--- src/sv/wos_pkg.sv ---
// Shared types, constants and the CORDIC arctangent table of the odometry block.
package wos_pkg;

    localparam int CFG_IDX_W   = 4;
    localparam int CFG_DATA_W  = 16;
    localparam int CNT_W       = 5;
    localparam int MUL_BITS    = 28;
    localparam int DIV_W       = 28;
    localparam int Z_W         = 26;
    localparam int XY_W        = 32;
    localparam int CORDIC_STEPS_DEF = 16;

    localparam logic [MUL_BITS-1:0] DEG_SCALE = 28'd240315917;
    localparam logic signed [XY_W-1:0] CORDIC_GAIN = 32'sd652032874;
    localparam logic signed [26:0] QUARTER_Z = 27'sd5898240;
    localparam logic signed [26:0] HALF_Z    = 27'sd11796480;

    localparam logic [15:0] MM_PER_TICK_RST = 16'd9559;
    localparam logic [9:0]  TRACK_RST       = 10'd200;
    localparam logic [13:0] SLIP_THR_RST    = 14'd128;

    typedef enum logic [1:0] {
        ST_DISABLED = 2'd0,
        ST_ARMED    = 2'd1,
        ST_SLIP     = 2'd2,
        ST_UPDATED  = 2'd3
    } t_status;

    typedef enum logic [CFG_IDX_W-1:0] {
        REG_ENABLE    = 4'd0,
        REG_MM_TICK   = 4'd1,
        REG_TRACK     = 4'd2,
        REG_SLIP_THR  = 4'd3
    } t_reg_idx;

    // Arctangent of 2^-i in 1/65536 degree.
    function automatic logic [21:0] atan_val(input logic [CNT_W-1:0] idx);
        logic [21:0] v;
        case (idx)
            5'd0:  v = 22'd2949120;
            5'd1:  v = 22'd1740967;
            5'd2:  v = 22'd919879;
            5'd3:  v = 22'd466945;
            5'd4:  v = 22'd234379;
            5'd5:  v = 22'd117304;
            5'd6:  v = 22'd58666;
            5'd7:  v = 22'd29335;
            5'd8:  v = 22'd14668;
            5'd9:  v = 22'd7334;
            5'd10: v = 22'd3667;
            5'd11: v = 22'd1833;
            5'd12: v = 22'd917;
            5'd13: v = 22'd458;
            5'd14: v = 22'd229;
            5'd15: v = 22'd115;
            5'd16: v = 22'd57;
            5'd17: v = 22'd29;
            5'd18: v = 22'd14;
            5'd19: v = 22'd7;
            5'd20: v = 22'd4;
            5'd21: v = 22'd2;
            5'd22: v = 22'd1;
            default: v = 22'd0;
        endcase
        return v;
    endfunction

endpackage

--- src/sv/wos_cordic.sv ---
// One CORDIC rotation per cycle while i_en is high, on registered x, y and residual angle.
module wos_cordic
    import wos_pkg::*;
(
    input  logic                   i_clk,
    input  logic                   i_load,
    input  logic                   i_en,
    input  logic [CNT_W-1:0]       i_idx,
    input  logic signed [Z_W-1:0]  i_z0,
    output logic signed [XY_W-1:0] o_x,
    output logic signed [XY_W-1:0] o_y
);
    logic signed [XY_W-1:0] r_x, r_y;
    logic signed [Z_W-1:0]  r_z;
    logic signed [XY_W-1:0] w_xs, w_ys;
    logic signed [Z_W-1:0]  w_at;

    assign w_xs = r_x >>> i_idx;
    assign w_ys = r_y >>> i_idx;
    assign w_at = $signed({{(Z_W-22){1'b0}}, atan_val(i_idx)});

    always_ff @(posedge i_clk) begin
        if (i_load) begin
            r_x <= CORDIC_GAIN;
            r_y <= '0;
            r_z <= i_z0;
        end else if (i_en) begin
            if (!r_z[Z_W-1]) begin
                r_x <= r_x - w_ys;
                r_y <= r_y + w_xs;
                r_z <= r_z - w_at;
            end else begin
                r_x <= r_x + w_ys;
                r_y <= r_y - w_xs;
                r_z <= r_z + w_at;
            end
        end
    end

    assign o_x = r_x;
    assign o_y = r_y;
endmodule

--- config.mk ---
export PLATFORM = sky130hd
export DESIGN_NAME = wos_cordic
export DESIGN_NICKNAME = d
export VERILOG_FILES = /design/src/sv/wos_pkg.sv /design/src/sv/wos_cordic.sv
export SDC_FILE = /design/constraint.sdc
export NUM_CORES = 1
export LEC_CHECK = 0
export ABC_AREA = 1
export BUFFER_PORTS_ARGS = -buffer_cell sky130_fd_sc_hd__buf_2
export CORE_ASPECT_RATIO = 1.4
export CORE_MARGIN = 3
export CORE_UTILIZATION = 35
export CTS_CLUSTER_SIZE = 14
export DETAILED_ROUTE_END_ITERATION = 7
export HOLD_SLACK_MARGIN = 0.06
export SLEW_MARGIN = 15
export SYNTH_ARGS = -nofsm -noshare
export SYNTH_HDL_FRONTEND = slang
export SYNTH_SLANG_ARGS = --single-unit
--- constraint.sdc ---
create_clock -name i_clk -period 4.36 [get_ports i_clk]
set_input_delay 0.654 -clock i_clk [delete_from_list [all_inputs] [get_ports i_clk]]
set_output_delay 0.654 -clock i_clk [all_outputs]
set_load 0.02 [all_outputs]
Word level (Yosys, flattened, before mapping):

Memory sizes are Yosys's and may differ from the RTL's.
Cells that the tools add are included.

* shift-type cells: 2
* reductions and logical operators: 1
* muxes and demuxes: 5
* add/sub/neg operators: 6

Operator list (number)
* two-way mux 26 bit: 3
* adder 32 bit: 2
* two-way mux 32 bit: 2
* >>> shifter 32 x 5 -> 32 bit: 2
* subtractor 32 bit: 2
* adder 26 x 23 -> 26 bit: 1
* subtractor 26 x 23 -> 26 bit: 1
* nonzero test 2 bit: 1

* memories: 1
* bits in registers: 90
* output and inout bits: 64
* word-level logic and storage cells: 18
* input bits: 34
* ROM bits: 704

Memory list
* (name not given): depth 32, bits a word 22, rd ports 1, clocked after memory_dff 0, write ports 0, line wos_pkg.sv:39 `case (idx)`

Logic depth before layout (Yosys ltp):

An unclocked memory read counts as a cell.

* word-level depth: 5
* mapped depth: 37

Worst setup path before layout:

Ideal clock, no wire load.

* kind: in2reg
* start point: input port i_idx[1]
* end point: register r_z[20], data pin
* path buffers: 2
* arrival time: 4.113 ns
* path slack: -0.007 ns
* stages on the path: 26
* setup time: 0.254 ns
* cell sequence: inv_2 > buf_4 > buf_2 > ha_1 > inv_1 > o21ai_0 > o22ai_1 > a32oi_2 > ha_1 > nand4_1 > nor2_1 > inv_1 > a21oi_1 > a21oi_1 > ha_1 > nand2_1 > inv_1 > a21oi_1 > o221ai_1 > a21oi_1 > inv_1 > a21oi_1 > o21ai_0 > or2_2 > nand3_1 > nand2_1

* longest elaborated chain between the ends: 5
* elaborated cells on any way between the ends: 6
* classes of those cells: add/sub: 2; mux: 3; memory: 1

Ends and longest elaborated chain
* from (decl): line wos_cordic.sv:8 `input logic [CNT_W-1:0] i_idx,`
* memory read (32 x 22 bit) *
* subtractor 26 x 23 -> 26 bit or adder 26 x 23 -> 26 bit (tied branches): line wos_cordic.sv:31, wos_cordic.sv:35
* two-way mux 26 bit *: line wos_cordic.sv:28 `if (!r_z[Z_W-1]) begin`
* two-way mux 26 bit *: line wos_cordic.sv:27 `end else if (i_en) begin`
* two-way mux 26 bit *: line wos_cordic.sv:23 `if (i_load) begin`
* to (signal assigned): line wos_cordic.sv:26 `r_z <= i_z0;`
* to (signal assigned): line wos_cordic.sv:31 `r_z <= r_z - w_at;`
* to (signal assigned): line wos_cordic.sv:35 `r_z <= r_z + w_at;`
* to (decl): line wos_cordic.sv:14 `logic signed [Z_W-1:0] r_z;`

Every way passes the cells marked *; elsewhere a longest branch is shown, timed or not. The select of a mux whose other input is x is not followed.
A chain may end at the register's enable or synchronous reset.

Final worst setup path:

* start point: input port i_idx[0]
* end point: register r_y[31] (netlist: o_y[31])

* longest elaborated chain between the ends: 3
* elaborated cells on any way between the ends: 4
* classes of those cells: add/sub: 2; shift: 1; mux: 1

Ends and longest elaborated chain
* >>> shifter 32 x 5 -> 32 bit *: line wos_cordic.sv:18 `assign w_xs = r_x >>> i_idx;`
* adder 32 bit or subtractor 32 bit (tied branches): line wos_cordic.sv:30, wos_cordic.sv:34
* two-way mux 32 bit *: line wos_cordic.sv:28
* to (signal assigned): line wos_cordic.sv:30 `r_y <= r_y + w_xs;`
* to (signal assigned): line wos_cordic.sv:34 `r_y <= r_y - w_xs;`
* to (decl): line wos_cordic.sv:13 `logic signed [XY_W-1:0] r_x, r_y;`

Every way passes the cells marked *; elsewhere a longest branch is shown, timed or not.

==> results.json <==
{
  "timing.rr.end": "o_y[31]",
  "grt-ovfl-total": 0,
  "drive_above_1_share_pct": 44.9,
  "critPathMaxStageDelay_ns": 0.29,
  "ant_nets": 0,
  "synth_cells": 2476,
  "async_flop_share_pct": 0,
  "crit_fanout": 9,
  "place_congestion": 1.02,
  "ys_seq_elements": 90,
  "layout_min_cycle_time_ns": 4.36,
  "hold_path.class": "reg2reg",
  "via_per_inst": 5.32,
  "die_x_um": 176,
  "use_met1_pct": 31.8,
  "clock_latency_ns": 0.41,
  "cap_viol_max_count": 0,
  "grt_util_met3_pct": 2.85,
  "die-area_um2": 42900,
  "grt_pass1_vias": 19925,
  "seqCellArea_um2": 2060,
  "netlist-cell-type-count": 64,
  "end_kind": "flip-flop",
  "hold_start": "o_x[1]",
  "synth_area_leaders": "nand2_1 (20%), nand3_1 (11%), dfxtp_1 (9.1%), ha_1 (8.8%), inv_1 (6.5%)",
  "hold-path-endpoint": "o_x[1]",
  "status": "complete, but fails checks",
  "crit_type": "in2reg",
  "routed_wl_mm": 70.3,
  "synth_top_cell_by_area": "nand2_1",
  "reg2reg_slack_ns": 0.09,
  "synth.yosys.warnings": 0,
  "num_antenna_cells": 0,
  "hold_buffers": 0,
  "grt_max_degree": 59,
  "syn_nets": 2613,
  "dr_total_vias": 20324,
  "initial_core_util_pct": 35.7,
  "yosys-top-cells-count": "nand2_1 (770), nand3_1 (318), inv_1 (246)",
  "yosysMostFrequentCell": "nand2_1",
  "grt_pass1_wl_mm": 103,
  "io_buffer_count": 97,
  "tns_ns": -0.00384,
  "slowest_stage": "a31o_2",
  "cts.sinks": 90,
  "grt_usage_pct": 30.4,
  "cts-root-buf": "clkbuf_16",
  "drt-initial-drc-count": 1236,
  "power_w": 0.0209,
  "synth_edf_count": 26,
  "vdd_drop_max_mv": 0.663,
  "worstReg2RegStart": "o_x[30]",
  "cts.clk_slew.worst_paths_ns": 0.07,
  "yosysSeqAreaShare_pct": 14.6,
  "numCtsBuffers": 9,
  "post-dp-hpwl_mm": 53.7,
  "worstMarginPinSlew_ns": 0.768,
  "rsz0062_at_grt": "yes",
  "core-area_um2": 39600,
  "syn_area_um2": 14100,
  "ys.flop_type": "dfxtp_1",
  "slew_headroom_pct": 48.8,
  "fillers": 3723,
  "finalMaxSlewViolations": 0,
  "pre_cts_ws_ns": -1.10,
  "antenna_found_initial": 0,
  "max_freq_mhz": 229,
  "skew_ns": 0.0150,
  "cts_tree": "yes",
  "violations": "negative setup slack",
  "layout-area-overhead-vs-synth_pct": 71.9,
  "core.rowCount": 86,
  "fp.dieH_um": 244,
  "first_pass_iters": 6,
  "io-pin-count": 98,
  "h-tree-depth": 3,
  "worstHoldPathCells": 2,
  "p_leak_nw": 12.7,
  "use_met2_pct": 56.8,
  "multi_input_area_um2": 13300,
  "period_share_pct": 100,
  "clock_path_buffers": 2,
  "avgSynthCellArea_um2": 5.71,
  "ff2ff_path_depth": 31,
  "finish.utilization_pct": 61.4,
  "setup_viol": 1,
  "worst_slack_ns": -0.00384,
  "hold_violations": 0,
  "cp.arrival_ns": 4.71,
  "synth_top_area_share_pct": 20.4,
  "route.detailed.drc": 0,
  "crit_required_ns": 4.70,
  "grt_busiest_layer": "met2",
  "power_density_nw_per_um2": 861,
  "start_kind": "primary input",
  "final_nets": 3426,
  "wl_per_cell_um": 18.4,
  "holdWs_ns": 0.511
}
per-layer routing:
metal / wire (um) / vias to the layer above
li1: - / 9782
met1: 25800 / 9527
met2: 36100 / 727
met5: 0 / -
met3: 2700 / 288
met4: 5700 / 0
report_power, final:
group	total, W	leakage (nW)	internal (W)	switching (W)
Combinational	0.0183	11.7	0.00866	0.00960
Sequential	0.00174	0.799	0.00128	0.000465
Clock	0.000937	0.161	0.000525	0.000412
cell usage in the layout, fill, tap and decap left out, types with 8 or more instances in the layout:
| cell type | Yosys | layout |
|---|---|---|
| xnor2_1 | 39 | 30 |
| a31oi_4 | 0 | 9 |
| nor2_2 | 9 | 31 |
| o21ai_1 | 6 | 37 |
| buf_6 | 8 | 18 |
| dfxtp_1 | 64 | 64 |
| inv_1 | 246 | 219 |
| edfxtp_1 | 26 | 26 |
| o21ai_2 | 3 | 11 |
| a21oi_1 | 145 | 97 |
| or2_2 | 13 | 12 |
| nand3_4 | 0 | 22 |
| nand2_4 | 0 | 24 |
| xnor2_2 | 0 | 8 |
| xor2_1 | 72 | 62 |
| a21oi_2 | 4 | 44 |
| buf_4 | 14 | 758 |
| nand3_2 | 3 | 103 |
| nand3_1 | 318 | 196 |
| clkbuf_16 | 0 | 17 |
| nor2_4 | 4 | 23 |
| nand2_2 | 11 | 140 |
| o21ai_0 | 116 | 73 |
| nor2_1 | 242 | 201 |
| a31oi_1 | 33 | 23 |
| buf_2 | 29 | 94 |
| buf_12 | 0 | 20 |
| xor2_2 | 0 | 9 |
| a21oi_4 | 1 | 9 |
| o211ai_1 | 12 | 12 |
| inv_2 | 14 | 39 |
| nand2_1 | 770 | 617 |
| o21a_1 | 11 | 11 |
| nand4_1 | 19 | 19 |
| ha_4 | 0 | 26 |
| ha_1 | 100 | 70 |
how the worst max path moves through the flow:
stage | start | to | slack (ns)
2_1_floorplan | i_idx[1] | r_z[20] | 0.03
3_3_place_gp | i_idx[0] | o_x[29] | -1.06
3_5_place_dp | i_idx[0] | o_x[29] | -1.10
4_1_cts | i_idx[2] | r_z[15] | -0.02
5_1_grt | i_idx[0] | o_y[30] | -0.19
6_report | i_idx[0] | o_y[31] | -0.004
layout make-up:
type	instances	area share, %
multi-input cells	2025	54.5
inverters	263	4.18
clock buffers	12	1.19
flip-flops and latches	90	8.48
well taps	528	2.72
repair buffers	900	28.8
clock inverters	3	0.175
per-stage QoR:
| step | instance area [um2] | cells |
|---|---|---|
| after floorplan | 14200 | 2476 |
| after global placement | 20300 | 3722 |
| after detailed placement | 20300 | 3722 |
| after CTS | 21600 | 3757 |
| after global routing | 24300 | 3821 |
| final | 24300 | 3821 |
worst max-delay path, delay by kind of cell:
kind	cells	cell delay, ns
simple gates	18	1.72
buf+inv	5	0.66
xor+xnor	1	0.24
compound gates	7	1.17
fa+ha+maj	1	0.25
logic make-up after synthesis:
logic type               share of synthesized area, %
AO/OA/AOI/OAI                                    16.1
AND/OR/NAND/NOR                                  42.6
buffers and inverters                            10.6
XOR/XNOR                                         6.87
flip-flops                                       14.6
adder cells (fa/ha/maj)                          9.27
timing repair:
action	4_1_cts	5_1_grt
pin swaps	69	199
setup buffers	18	59
gates resized for setup	194	514
endpoints found under the setup margin	38	51
gates cloned	2	6
registers in the layout (all words and copies together) (netlist names):
signal  cells
o_y        32
r_z        26
o_x        32
(Power assumes the default switching activity.)
