===== config.mk =====
export PLATFORM = sky130hd
export DESIGN_NAME = wos_div
export DESIGN_NICKNAME = d
export VERILOG_FILES = /design/src/sv/wos_pkg.sv /design/src/sv/wos_div.sv
export SDC_FILE = /design/constraint.sdc
export NUM_CORES = 1
export LEC_CHECK = 0
export BUFFER_PORTS_ARGS = -buffer_cell sky130_fd_sc_hd__buf_4
export CAP_MARGIN = 20
export CORE_ASPECT_RATIO = 1.1
export CORE_MARGIN = 5
export CORE_UTILIZATION = 31
export CTS_CLUSTER_DIAMETER = 80
export DETAILED_ROUTE_END_ITERATION = 6
export RECOVER_POWER = 50
export SYNTH_ARGS = -nofsm -noshare
export SYNTH_HDL_FRONTEND = slang
export SYNTH_SLANG_ARGS = --single-unit

===== constraint.sdc =====
create_clock -name i_clk -period 2.17 [get_ports i_clk]
set_clock_uncertainty 0.05 [all_clocks]
set_input_delay 0.1085 -clock i_clk [delete_from_list [all_inputs] [get_ports i_clk]]
set_output_delay 0.1085 -clock i_clk [all_outputs]
set_load 0.005 [all_outputs]

===== src/sv/wos_pkg.sv =====
// Shared types, constants and the CORDIC arctangent table of the odometry block.
package wos_pkg;

    localparam int CFG_IDX_W   = 4;
    localparam int CFG_DATA_W  = 16;
    localparam int CNT_W       = 5;
    localparam int MUL_BITS    = 28;
    localparam int DIV_W       = 28;
    localparam int Z_W         = 26;
    localparam int XY_W        = 32;
    localparam int CORDIC_STEPS_DEF = 16;

    localparam logic [MUL_BITS-1:0] DEG_SCALE = 28'd240315917;
    localparam logic signed [XY_W-1:0] CORDIC_GAIN = 32'sd652032874;
    localparam logic signed [26:0] QUARTER_Z = 27'sd5898240;
    localparam logic signed [26:0] HALF_Z    = 27'sd11796480;

    localparam logic [15:0] MM_PER_TICK_RST = 16'd9559;
    localparam logic [9:0]  TRACK_RST       = 10'd200;
    localparam logic [13:0] SLIP_THR_RST    = 14'd128;

    typedef enum logic [1:0] {
        ST_DISABLED = 2'd0,
        ST_ARMED    = 2'd1,
        ST_SLIP     = 2'd2,
        ST_UPDATED  = 2'd3
    } t_status;

    typedef enum logic [CFG_IDX_W-1:0] {
        REG_ENABLE    = 4'd0,
        REG_MM_TICK   = 4'd1,
        REG_TRACK     = 4'd2,
        REG_SLIP_THR  = 4'd3
    } t_reg_idx;

    // Arctangent of 2^-i in 1/65536 degree.
    function automatic logic [21:0] atan_val(input logic [CNT_W-1:0] idx);
        logic [21:0] v;
        case (idx)
            5'd0:  v = 22'd2949120;
            5'd1:  v = 22'd1740967;
            5'd2:  v = 22'd919879;
            5'd3:  v = 22'd466945;
            5'd4:  v = 22'd234379;
            5'd5:  v = 22'd117304;
            5'd6:  v = 22'd58666;
            5'd7:  v = 22'd29335;
            5'd8:  v = 22'd14668;
            5'd9:  v = 22'd7334;
            5'd10: v = 22'd3667;
            5'd11: v = 22'd1833;
            5'd12: v = 22'd917;
            5'd13: v = 22'd458;
            5'd14: v = 22'd229;
            5'd15: v = 22'd115;
            5'd16: v = 22'd57;
            5'd17: v = 22'd29;
            5'd18: v = 22'd14;
            5'd19: v = 22'd7;
            5'd20: v = 22'd4;
            5'd21: v = 22'd2;
            5'd22: v = 22'd1;
            default: v = 22'd0;
        endcase
        return v;
    endfunction

endpackage


===== src/sv/wos_div.sv =====
// Restoring divider, one quotient bit per cycle.
module wos_div
    import wos_pkg::*;
(
    input  logic             i_clk,
    input  logic             i_rst_n,
    input  logic             i_start,
    input  logic [DIV_W-1:0] i_num,
    input  logic [9:0]       i_den,
    output logic [DIV_W-1:0] o_quot,
    output logic             o_done
);
    logic [DIV_W-1:0] r_num;
    logic [9:0]       r_rem;
    logic [CNT_W-1:0] r_cnt;
    logic [10:0]      w_rem2;
    logic             w_ge;

    assign w_rem2 = {r_rem, r_num[DIV_W-1]};
    assign w_ge   = w_rem2 >= {1'b0, i_den};

    always_ff @(posedge i_clk) begin
        if (!i_rst_n) begin
            r_cnt <= '0;
        end else if (i_start) begin
            r_cnt <= CNT_W'(DIV_W);
        end else if (r_cnt != '0) begin
            r_cnt <= r_cnt - 1'b1;
        end
    end

    always_ff @(posedge i_clk) begin
        if (i_start) begin
            r_num <= i_num;
            r_rem <= '0;
        end else if (r_cnt != '0) begin
            r_rem <= w_ge ? 10'(w_rem2 - {1'b0, i_den}) : w_rem2[9:0];
            r_num <= {r_num[DIV_W-2:0], w_ge};
        end
    end

    assign o_quot = r_num;
    assign o_done = (r_cnt == '0);
endmodule


### Word-level counts from Yosys, hierarchy flattened

Cells that the tools add are included.

| operators by class | value |
|---|---|
| reductions and logical operators | 4 |
| bitwise gates (word level) | 1 |
| order comparisons | 1 |
| mux-type cells | 5 |
| add/sub/neg operators | 2 |

Operators with widths:

| kind | number |
|---|---|
| 28-bit 2-to-1 mux | 2 |
| 11-bit by 10-bit greater-or-equal comparator with 1-bit output | 1 |
| 10-bit 2-to-1 mux | 1 |
| 5-bit 2-to-1 mux | 2 |
| 10-bit subtractor | 1 |
| 5-bit zero test | 1 |
| 5-bit nonzero test | 1 |
| 5-bit by 1-bit subtractor with 5-bit output (second input constant) | 1 |
| 2-bit nonzero test | 1 |
| 2-bit OR reduction | 1 |
| 1-bit inverter | 1 |

| word-level totals | value |
|---|---|
| output and inout bits | 29 |
| input bits | 41 |
| logic and storage cells | 17 |
| bits in registers | 43 |

### Depth between registers and ports, before layout

Gate-level depths: netlist of run 1.

| depth | value |
|---|---|
| depth after elaboration | 3 |
| depth in mapped cells | 10 |
| gate-level depth less buffers | 10 |

### Worst setup path after synthesis of run 1

OpenSTA, ideal clock, no wires.

| timing | value |
|---|---|
| path type | register to register |
| from | reg r_rem[0] |
| to | reg r_num[0] (netlist: o_quot[0]) (data pin) |
| data arrival time | 1950 ps |
| library setup time | 260 ps |
| setup slack | -90 ps |
| required time | 1860 ps |
| cell stages (with the launch flop) | 8 |
| clock period less this slack | 2260 ps |
| buffers on the path | 1 |
| path through | dfxtp_1 -> ha_1 -> nor2b_1 -> o31a_1 -> o41ai_4 -> o21ai_1 -> buf_2 -> mux2_2 |

| between the ends | value |
|---|---|
| longest elaborated chain between the ends | 3 |

RTL lines:

| element | RTL line | RTL |
|---|---|---|
| start: declaration | wos_div.sv:14 | `logic [9:0] r_rem;` |
| start signal: assignment | wos_div.sv:37 | `r_rem <= w_ge ? 10'(w_rem2 - {1'b0, i_den}) : w_rem2[9:0];` |
| 11-bit by 10-bit greater-or-equal comparator with 1-bit output | wos_div.sv:20 | `assign w_ge = w_rem2 >= {1'b0, i_den};` |
| 28-bit 2-to-1 mux | wos_div.sv:36 | `end else if (r_cnt != '0) begin` |
| 28-bit 2-to-1 mux | wos_div.sv:33 | `if (i_start) begin` |
| end signal: assignment | wos_div.sv:34 | `r_num <= i_num;` |
| end signal: assignment | wos_div.sv:38 | `r_num <= {r_num[DIV_W-2:0], w_ge};` |
| end: declaration | wos_div.sv:13 | `logic [DIV_W-1:0] r_num;` |

Every way passes these cells. The select of a mux whose other input is x is not followed.
A chain may end at the register's enable or synchronous reset.

### Final worst setup path of run 1

| timing | value |
|---|---|
| from | reg r_num[27] (netlist: o_quot[27]) |
| to | reg r_rem[4] |

| between the ends | value |
|---|---|
| longest elaborated chain between the ends | 2 |
| elaborated cells between the ends (all ways) | 3 |
| those cells by class | add/sub (1); order compare (1); mux (1) |

RTL lines:

| element | RTL line |
|---|---|
| 10-bit subtractor / 11-bit by 10-bit greater-or-equal comparator with 1-bit output (equally long branches) | wos_div.sv:37, wos_div.sv:20 |
| 10-bit 2-to-1 mux * | wos_div.sv:37 |

Every way passes the cells marked *; elsewhere a longest branch is shown, timed or not.

==> results.sh, run 1 <==
export IMPL_die_h_um=102.3
export IMPL_dp_cells=393
export IMPL_grtUsageMet1_pct=14.07
export IMPL_root_buffer="clkbuf_8"
export IMPL_syn_mean_instance_area_um2=11.22
export IMPL_power_mw=3.611
export IMPL_final_core_util_pct=44.79
export IMPL_cp_end_kind="register"
export IMPL_synth_seq_cells=43
export IMPL_drc=0
export IMPL_finalNetCount=351
export IMPL_r2r_start="o_quot[27]$_DFFE_PP_"
export IMPL_slew_violations=0
export IMPL_yosysUniqueCellTypes=47
export IMPL_grt_pass1_vias=2010
export IMPL_hold_class="input pin to register"
export IMPL_regToRegSetupSlack_ns=0.06
export IMPL_clk_pin_slew_ns=0.09
export IMPL_row_count=33
export IMPL_p_leak_nw=1.442
export IMPL_grt_max_degree=47
export IMPL_finalWirelength_um=5766
export IMPL_tightest_slew_ns=0.5436
export IMPL_async_flop_share_pct=0
export IMPL_arrival_ns=2.27
export IMPL_cap_viol_max_count=0
export IMPL_place_area_um2=3119
export IMPL_die_area_um2=9607
export IMPL_use_met2_pct=20.64
export IMPL_holdWs_ns=0.01362
export IMPL_cts_buffers_inserted=5
export IMPL_antenna_found_initial=0
export IMPL_gp_congestion=0.8190
export IMPL_first_iter_violations=112
export IMPL_final_area_um2=3366
export IMPL_mostFrequentLayoutCells="88 x buf_4, 28 x mux2_2, 28 x edfxtp_1"
export IMPL_grt_pass1_wl_um=9218
export IMPL_synth_edf_count=28
export IMPL_slew_headroom_pct=63.76
export IMPL_diodes=0
export IMPL_portBuffers=69
export IMPL_hpwlAfterDp_um=4258
export IMPL_ios=70
export IMPL_area_delta_synth_final_pct=40.18
export IMPL_top_usage_layer="met2"
export IMPL_hold_depth=2
export IMPL_clk_latency_ns=0.29
export IMPL_die_w_um=93.91
export IMPL_ir_drop_v=0.0004980
export IMPL_critical_path_required_ns=2.33
export IMPL_ff2ff_path_depth=10
export IMPL_grt_use_met3_pct=4.124
export IMPL_final_common_cell="buf_4"
export IMPL_cts_htree_levels=2
export IMPL_rr_endpoint="r_rem[4]$_SDFFE_PP0N_"
export IMPL_powerDensity_nw_per_um2=1073
export IMPL_setup_viol=0
export IMPL_tns_ns=0
export IMPL_period_share_pct=97.04
export IMPL_hold_viol_final=0
export IMPL_stdcell_count=404
export IMPL_synth_ff_type="edfxtp_1"
export IMPL_grt_util_all_layers_pct=11.89
export IMPL_cts_tree="done"
export IMPL_min_from="i_rst_n"
export IMPL_yosysWarnings=0
export IMPL_cp_start_kind="register"
export IMPL_drive_gt1_share_pct=49.83
export IMPL_ctsHoldBuffers=0
export IMPL_synthesis_area_um2=2401
export IMPL_core_area_um2=7515
export IMPL_path_max_fanout=3
export IMPL_achievable_frequency_mhz=474.9
export IMPL_overflow=0
export IMPL_ys_seq_area_share_pct=47.52
export IMPL_synth_nets=267
export IMPL_drt_pass1_iter_count=4
export IMPL_period_needed_ns=2.106
export IMPL_clock_path_buffers=2
export IMPL_vias=1885
export IMPL_critical_path_class="register to register"
export IMPL_final_antenna_net_count=0
export IMPL_routedWlPerCell_um=14.27
export IMPL_fin_ws_ns=0.06423
export IMPL_initial_core_util_pct=31.95
export IMPL_synth_cells=214
export IMPL_hold_end="r_cnt[2]$_SDFFE_PN0P_"
export IMPL_via_per_inst=4.666
export IMPL_pre_cts_slack_ns=-0.09880
export IMPL_cts_sinks=43
export IMPL_status="finished, final reports clean"
export IMPL_rsz0062_at_grt="yes"
-- sequential cells by signal, indices dropped and copies added, names as in the netlist --
name / count
r_cnt: 5
o_quot: 28
r_rem: 10
-- power breakdown --
group	switching (mW)	leakage, nW	internal, mW
logic	0.809	0.966	0.943
registers	0.139	0.417	1.09
clock network	0.288	0.0581	0.343
total	1.24	1.44	2.38
-- Yosys cell counts (2+ instances only) --
cell	instances	area [µm²]
edfxtp_1	28	840.8
mux2_2	28	315.3
dfxtp_1	15	300.3
inv_1	15	56.30
nor2_1	15	56.30
nand2_1	14	52.55
a21oi_1	11	55.05
ha_1	11	137.6
clkbuf_1	5	18.77
xnor2_1	5	43.79
nand3_1	4	20.02
nor3_1	4	20.02
o21a_1	4	30.03
o21ai_0	4	20.02
a211oi_1	3	22.52
a311oi_2	3	45.04
buf_2	3	15.01
nor2b_1	3	18.77
a21o_1	2	15.01
a311oi_1	2	17.52
buf_1	2	7.510
mux2i_1	2	20.02
nand4_1	2	12.51
nor4_1	2	12.51
o21bai_1	2	15.01
o311ai_0	2	17.52
or2_2	2	12.51
or3_1	2	12.51
-- critical path, cell delays in order (launching register included) --
cell      delay, ns
edfxtp_1       0.41
inv_2          0.09
ha_4           0.14
inv_2          0.04
fa_2           0.35
a21o_1         0.18
a21oi_2        0.18
buf_4          0.17
xnor2_2        0.10
nand2_1        0.09
a311oi_2       0.23
-- per-layer routing --
| layer | up-vias | share of wire [%] | routed length (µm) |
|---|---|---|---|
| met3 | 6 | 5.9 | 341 |
| li1 | 951 | - | - |
| met1 | 881 | 41 | 2357 |
| met5 | - | 0 | 0 |
| met2 | 47 | 52 | 3000 |
| met4 | 0 | 1.1 | 66 |
-- final cells by class --
class	count	area (µm²)
fillers	722	4149
clock inverters	3	43.79
well taps	105	131.4
inverters	16	60.06
multi-input cells	144	1259
flip-flops and latches	43	1142
repair buffers	88	660.6
clock buffers	5	68.82
-- how the worst max path moves through the flow --
stage | startpoint | end | slack [ns] | cells after the start
3_5_place_dp | o_quot[27]$_DFFE_PP_ | r_rem[8]$_SDFFE_PP0N_ | -0.1 | 10
4_1_cts | o_quot[27]$_DFFE_PP_ | r_rem[8]$_SDFFE_PP0N_ | 0.00003 | 10
3_3_place_gp | o_quot[27]$_DFFE_PP_ | r_rem[8]$_SDFFE_PP0N_ | -0.04 | 10
6_report | o_quot[27]$_DFFE_PP_ | r_rem[4]$_SDFFE_PP0N_ | 0.06 | 10
5_1_grt | o_quot[27]$_DFFE_PP_ | r_rem[8]$_SDFFE_PP0N_ | -0.07 | 10
2_1_floorplan | r_rem[0]$_SDFFE_PP0N_ | o_quot[0]$_DFFE_PP_ | 0.009 | 7
-- logic make-up after synthesis --
kind of cell | count (synthesis) | share of synthesized area, %
compound gates | 40 | 13.39
mux | 30 | 13.97
simple gates | 56 | 11.67
flops | 43 | 47.52
buf+inv | 27 | 4.690
fa+ha+maj | 12 | 6.566
xor+xnor | 6 | 2.189
-- what timing repair did --
item                       in CTS  in global routing
gates resized for setup         6                 15
setup endpoints to repair       9                  8
buffers inserted                2                  1
pin swaps                       1                 12
No activity file was read; power rests on OpenSTA's default activity.
==> inputs of run 2 (changes only) <==
==> constraint.sdc (replaced) <==
create_clock -name i_clk -period 1.77 [get_ports i_clk]
set_clock_uncertainty 0.05 [all_clocks]
set_input_delay 0.0885 -clock i_clk [delete_from_list [all_inputs] [get_ports i_clk]]
set_output_delay 0.0885 -clock i_clk [all_outputs]
set_load 0.005 [all_outputs]
==> run 2 against run 1 <==
Compared with the run above: the flow now finishes with violations (setup timing); sequential power increased by 22%; critical path depth is 2 lower; count of clock-buffer cells in the layout stayed put; combinational power is 65% higher; flip-flop and latch count unchanged; wire length increased by 6.3%; via count increased by 9.5%; largest power group unchanged.
==> results.sh, run 2 (synthesis gave the netlist of run 1 again) <==
export IMPL_status="complete, but fails checks"
export IMPL_violations="setup timing"
export IMPL_use_met2_pct=21.35
export IMPL_routedWlPerCell_um=13.99
export IMPL_initial_core_util_pct=31.95
export IMPL_rr_endpoint="r_rem[9]$_SDFFE_PP0N_"
export IMPL_row_count=33
export IMPL_die_area_um2=9607
export IMPL_grt_max_degree=47
export IMPL_achievable_frequency_mhz=463.7
export IMPL_power_mw=5.039
export IMPL_gp_congestion=0.7878
export IMPL_cts_buffers_inserted=5
export IMPL_mostFrequentLayoutCells="98 x buf_4, 28 x mux2_2, 28 x edfxtp_1"
export IMPL_clk_pin_slew_ns=0.10
export IMPL_ff2ff_path_depth=8
export IMPL_tightest_slew_ns=0.5476
export IMPL_r2r_start="r_rem[0]$_SDFFE_PP0N_"
export IMPL_ios=70
export IMPL_clk_latency_ns=0.30
export IMPL_slew_violations=0
export IMPL_top_usage_layer="met2"
export IMPL_p_int_mw=3.257
export IMPL_p_clk_share_pct=13.0
export IMPL_cts_htree_levels=2
export IMPL_final_area_um2=3711
export IMPL_grtUsageMet1_pct=15.85
export IMPL_period_needed_ns=2.157
export IMPL_vias=2064
export IMPL_path_max_fanout=3
export IMPL_period_share_pct=121.8
export IMPL_hpwlAfterDp_um=4410
export IMPL_setup_viol=11
export IMPL_rsz0062_at_grt="yes"
export IMPL_largest_reg_flops=28
export IMPL_cp_start_kind="register"
export IMPL_arrival_ns=2.32
export IMPL_hold_class="input pin to register"
export IMPL_die_w_um=93.91
export IMPL_dp_cells=420
export IMPL_stdcell_count=438
export IMPL_combinationalPowerShare_pct=57.2
export IMPL_portBuffers=69
export IMPL_regToRegSetupSlack_ns=-0.39
export IMPL_grt_pass1_vias=2156
export IMPL_clock_path_buffers=2
export IMPL_drt_pass1_iter_count=4
export IMPL_cts_sinks=43
export IMPL_final_antenna_net_count=0
export IMPL_hold_depth=2
export IMPL_via_per_inst=4.712
export IMPL_finalNetCount=385
export IMPL_drc=0
export IMPL_crit_chain="ha_4 -> nor2b_4 -> o31a_1 -> o41ai_4 -> buf_4 -> nor4b_4 -> o31ai_1 -> a211oi_1"
export IMPL_critical_path_required_ns=1.94
export IMPL_slew_headroom_pct=63.49
export IMPL_cts_tree="done"
export IMPL_place_area_um2=3378
export IMPL_critPathSlowestCell="dfxtp_2"
export IMPL_p_leak_nw=1.603
export IMPL_grt_util_all_layers_pct=13.00
export IMPL_seqPwrFrac_pct=29.8
export IMPL_critical_path_class="register to register"
export IMPL_finalWirelength_um=6129
export IMPL_powerDensity_nw_per_um2=1358
export IMPL_first_iter_violations=147
export IMPL_cap_viol_max_count=0
export IMPL_core_area_um2=7515
export IMPL_swShare_pct=35.36
export IMPL_final_common_cell="buf_4"
export IMPL_grt_use_met3_pct=5.228
export IMPL_min_from="i_num[22]"
export IMPL_hold_end="o_quot[22]$_DFFE_PP_"
export IMPL_max_stage_delay_ns=0.36
export IMPL_antenna_found_initial=0
export IMPL_drive_gt1_share_pct=59.46
export IMPL_grt_pass1_wl_um=10080
export IMPL_area_delta_synth_final_pct=54.56
export IMPL_overflow=0
export IMPL_hold_viol_final=0
export IMPL_p_switching_mw=1.782
export IMPL_diodes=0
export IMPL_fin_ws_ns=-0.3867
export IMPL_root_buffer="clkbuf_8"
export IMPL_cp_end_kind="register"
export IMPL_ir_drop_v=0.0006830
export IMPL_die_h_um=102.3
-- run 2: power by group through the flow --
stage	clock network, mW	registers (mW)	logic [mW]
final	0.655	1.50	2.88
after global routing	0.713	1.54	3.15
after CTS	0.680	1.51	2.75
after detailed placement	0	1.50	2.31
after global placement	0	1.51	2.29
after floorplan	0	1.50	1.30
-- run 2: timing repair --
| action | 4_1_cts | 5_1_grt |
|---|---|---|
| buffers inserted | 6 | 4 |
| hold buffers | 1 | 0 |
| pin swaps | 9 | 7 |
| setup endpoints to repair | 12 | 12 |
| endpoints found under the hold margin | 4 | 0 |
| cloned | 1 | 0 |
| gates resized for setup | 31 | 10 |
-- run 2: how the worst max path moves through the flow --
stage,to,slack [ns],startpoint
2_1_floorplan,o_quot[0]$_DFFE_PP_,-0.33,o_quot[27]$_DFFE_PP_
3_3_place_gp,r_rem[9]$_SDFFE_PP0N_,-0.34,o_quot[27]$_DFFE_PP_
3_5_place_dp,r_rem[0]$_SDFFE_PP0N_,-0.37,o_quot[27]$_DFFE_PP_
4_1_cts,r_rem[9]$_SDFFE_PP0N_,-0.34,r_rem[0]$_SDFFE_PP0N_
5_1_grt,r_rem[8]$_SDFFE_PP0N_,-0.52,o_quot[27]$_DFFE_PP_
6_report,r_rem[9]$_SDFFE_PP0N_,-0.39,r_rem[0]$_SDFFE_PP0N_
-- run 2: per-stage QoR --
stage / setup WS [ns] / hold slack [ns] / util, % / TNS, ns
5_1_grt: -0.5204 / 0.02678 / 49.38 / -4.698
6_report: -0.3867 / 0.03288 / 49.38 / -3.473
3_5_place_dp: -0.3663 / 0.2971 / 44.96 / -3.371
3_3_place_gp: -0.3374 / 0.2844 / 44.96 / -3.021
4_1_cts: -0.3416 / 0.02217 / 48.77 / -3.044
2_1_floorplan: -0.3289 / 0.1561 / - / -2.125
-- run 2: worst max-delay path, delay by kind of cell (launching register included) --
kind,cells,cell delay (ns)
DFF,1,0.36
buffers and inverters,1,0.21
AOI/OAI and AO/OA,4,0.94
and+or+nand+nor,2,0.31
adders and majority gates,1,0.20
-- run 2: per-layer routing --
metal | vias to the layer above | wire [µm] | share of wire (%)
li1 | 1029 | - | -
met1 | 971 | 2678 | 44
met2 | 58 | 2891 | 47
met3 | 6 | 499 | 8.1
met4 | 0 | 59 | 0.96
met5 | - | 0 | 0
-- run 2: final cells by class --
| class | count | area, µm² |
|---|---|---|
| timing repair buffer | 121 | 919.6 |
| multi-input combinational | 145 | 1360 |
| inverter | 16 | 60.06 |
| sequential | 43 | 1149 |
| fill | 719 | 3804 |
| clock inverter | 3 | 22.52 |
| clock buffer | 5 | 68.82 |
| tap | 105 | 131.4 |
==> inputs of run 3 (changes only) <==
--- a/config.mk
+++ b/config.mk
@@ -13,6 +13,7 @@
 export CTS_CLUSTER_DIAMETER = 80
 export DETAILED_ROUTE_END_ITERATION = 6
 export RECOVER_POWER = 50
+export REMOVE_ABC_BUFFERS = 1
 export SYNTH_ARGS = -nofsm -noshare
 export SYNTH_HDL_FRONTEND = slang
 export SYNTH_SLANG_ARGS = --single-unit
==> run 3 against run 2 <==
Compared with the run above: the flow still finishes with violations (setup timing); critical endpoint is now o_quot[0]$_DFFE_PP_; highest routed layer unchanged; global-route usage decreased by 0.84 points; critical path depth is 1 lower; die area is the same; clock power fell by 13%; sequential power is essentially flat.
==> results.sh, run 3 (synthesis gave the netlist of run 1 again) <==
export IMPL_status="complete, but fails checks"
export IMPL_violations="setup timing"
export IMPL_drc=0
export IMPL_routedWlPerCell_um=13.83
export IMPL_swShare_pct=34.94
export IMPL_rsz0062_at_grt="yes"
export IMPL_powerDensity_nw_per_um2=1302
export IMPL_regToRegSetupSlack_ns=-0.29
export IMPL_cp_end_kind="register"
export IMPL_tns_ns=-2.802
export IMPL_finalWirelength_um=6044
export IMPL_cts_buffers_inserted=5
export IMPL_first_iter_violations=77
export IMPL_critPathSlowestCell="dfxtp_2"
export IMPL_tightest_slew_ns=0.6169
export IMPL_period_share_pct=116.2
export IMPL_ir_drop_v=0.0004471
export IMPL_slew_violations=0
export IMPL_p_leak_nw=1.580
export IMPL_overflow=0
export IMPL_achievable_frequency_mhz=486.1
export IMPL_drt_pass1_iter_count=4
export IMPL_grt_util_all_layers_pct=12.15
export IMPL_arrival_ns=2.04
export IMPL_cp_start_kind="register"
export IMPL_p_int_mw=3.088
export IMPL_clk_pin_slew_ns=0.08
export IMPL_setup_viol=11
export IMPL_clock_path_buffers=2
export IMPL_final_core_util_pct=48.50
export IMPL_cts_sinks=43
export IMPL_antenna_found_initial=0
export IMPL_diodes=0
export IMPL_period_needed_ns=2.057
export IMPL_finalNetCount=384
export IMPL_initial_core_util_pct=31.95
export IMPL_final_seq_area_um2=1149
export IMPL_critical_path_class="register to register"
export IMPL_area_delta_synth_final_pct=51.80
export IMPL_root_buffer="clkbuf_8"
export IMPL_combinationalPowerShare_pct=56.5
export IMPL_path_max_fanout=5
export IMPL_hold_class="input pin to register"
export IMPL_hold_viol_final=0
export IMPL_max_stage_delay_ns=0.35
export IMPL_grt_pass1_vias=2023
export IMPL_multiInputGateArea_um2=1338
export IMPL_grt_max_degree=29
export IMPL_largest_reg_flops=28
export IMPL_die_h_um=102.3
export IMPL_vias=2017
export IMPL_r2r_start="r_rem[0]$_SDFFE_PP0N_"
export IMPL_dp_cells=420
export IMPL_critical_path_required_ns=1.76
export IMPL_crit_chain="ha_4 -> nor2b_2 -> o31a_1 -> o41ai_4 -> buf_4 -> o21ai_4 -> mux2_2"
export IMPL_nFillCells=720
export IMPL_critPathLaunch="r_rem[0]$_SDFFE_PP0N_"
export IMPL_row_count=33
export IMPL_stdcell_count=437
export IMPL_hpwlAfterDp_um=4499
export IMPL_ios=70
export IMPL_fin_ws_ns=-0.2874
export IMPL_final_antenna_net_count=0
export IMPL_via_per_inst=4.616
export IMPL_clk_latency_ns=0.28
export IMPL_die_w_um=93.91
export IMPL_slew_headroom_pct=58.87
export IMPL_portBuffers=69
export IMPL_die_area_um2=9607
export IMPL_core_area_um2=7515
export IMPL_seqPwrFrac_pct=31.5
export IMPL_grt_pass1_wl_um=9418
export IMPL_cap_viol_max_count=0
export IMPL_cts_tree="done"
export IMPL_cts_htree_levels=2
export IMPL_final_common_cell="buf_4"
export IMPL_mostFrequentLayoutCells="96 x buf_4, 28 x mux2_2, 28 x edfxtp_1"
export IMPL_min_from="i_num[13]"
export IMPL_drive_gt1_share_pct=55.72
export IMPL_p_switching_mw=1.658
export IMPL_p_clk_share_pct=12.1
export IMPL_gp_congestion=0.7733
run 3: cell types whose count changed in the layout (fill, tap and decap cells not counted), moves of 2 or more:
cell and change:
clkbuf_1 +3, dfxtp_2 -3, nor3_2 -3, buf_4 -2
buf_6 -2, dfxtp_1 +2, ha_1 +2, nand2_2 -2
nor3_4 +2
run 3: through the flow:
step | hold slack, ns | cell area [µm²] | total power, mW | worst slack, ns
floorplan | 0.1064 | 2349 | 2.635 | -0.5326
global placement | 0.2822 | 3321 | 3.658 | -0.4736
detailed placement | 0.2799 | 3321 | 3.663 | -0.4887
CTS | 0.04502 | 3622 | 4.704 | -0.3190
global route | 0.03990 | 3645 | 5.077 | -0.3864
finish | 0.05617 | 3645 | 4.747 | -0.2874
run 3: power groups by stage:
stage,registers [mW],clock network (mW),logic (mW)
global placement,1.50,0,2.16
floorplan,1.48,0,1.15
finish,1.49,0.572,2.68
global route,1.52,0.641,2.92
detailed placement,1.50,0,2.17
CTS,1.50,0.601,2.60
run 3: final cells by class:
class | count | share of cell area, %
clock buffer | 6 | 1.991
clock inverter | 2 | 0.2060
inverter | 16 | 1.785
multi-input combinational | 145 | 36.70
sequential | 43 | 31.51
tap | 105 | 3.605
timing repair buffer | 120 | 24.20
run 3: metal layers:
metal  track usage (%)  vias to the layer above  routed length, µm
met3             2.504                        4                219
met1             14.40                      959               2448
met5                 0                        -                  0
met2             22.72                       33               3319
li1                  -                     1021                  -
met4             2.333                        0                 57
run 3: worst paths after layout:
kind,end,cells after the start
setup / recovery,o_quot[0]$_DFFE_PP_,7
hold / removal,o_quot[13]$_DFFE_PP_,2
setup reg to reg,o_quot[0]$_DFFE_PP_,7
hold reg to reg,r_rem[9]$_SDFFE_PP0N_,2
run 3: timing repair:
item,CTS,global route
endpoints found under the setup margin,12,13
endpoints found under the hold margin,2,0
setup buffers,6,1
gates cloned,1,0
pin swaps,16,6
gates resized for setup,37,12
hold buffers,1,0
run 3: worst max-delay path, delay by kind of cell, from the launching register on:
family,cells,cell delay [ns]
AOI/OAI and AO/OA,3,0.60
DFF,1,0.35
muxes,1,0.27
adders and majority gates,1,0.20
buffers and inverters,1,0.20
and+or+nand+nor,1,0.15
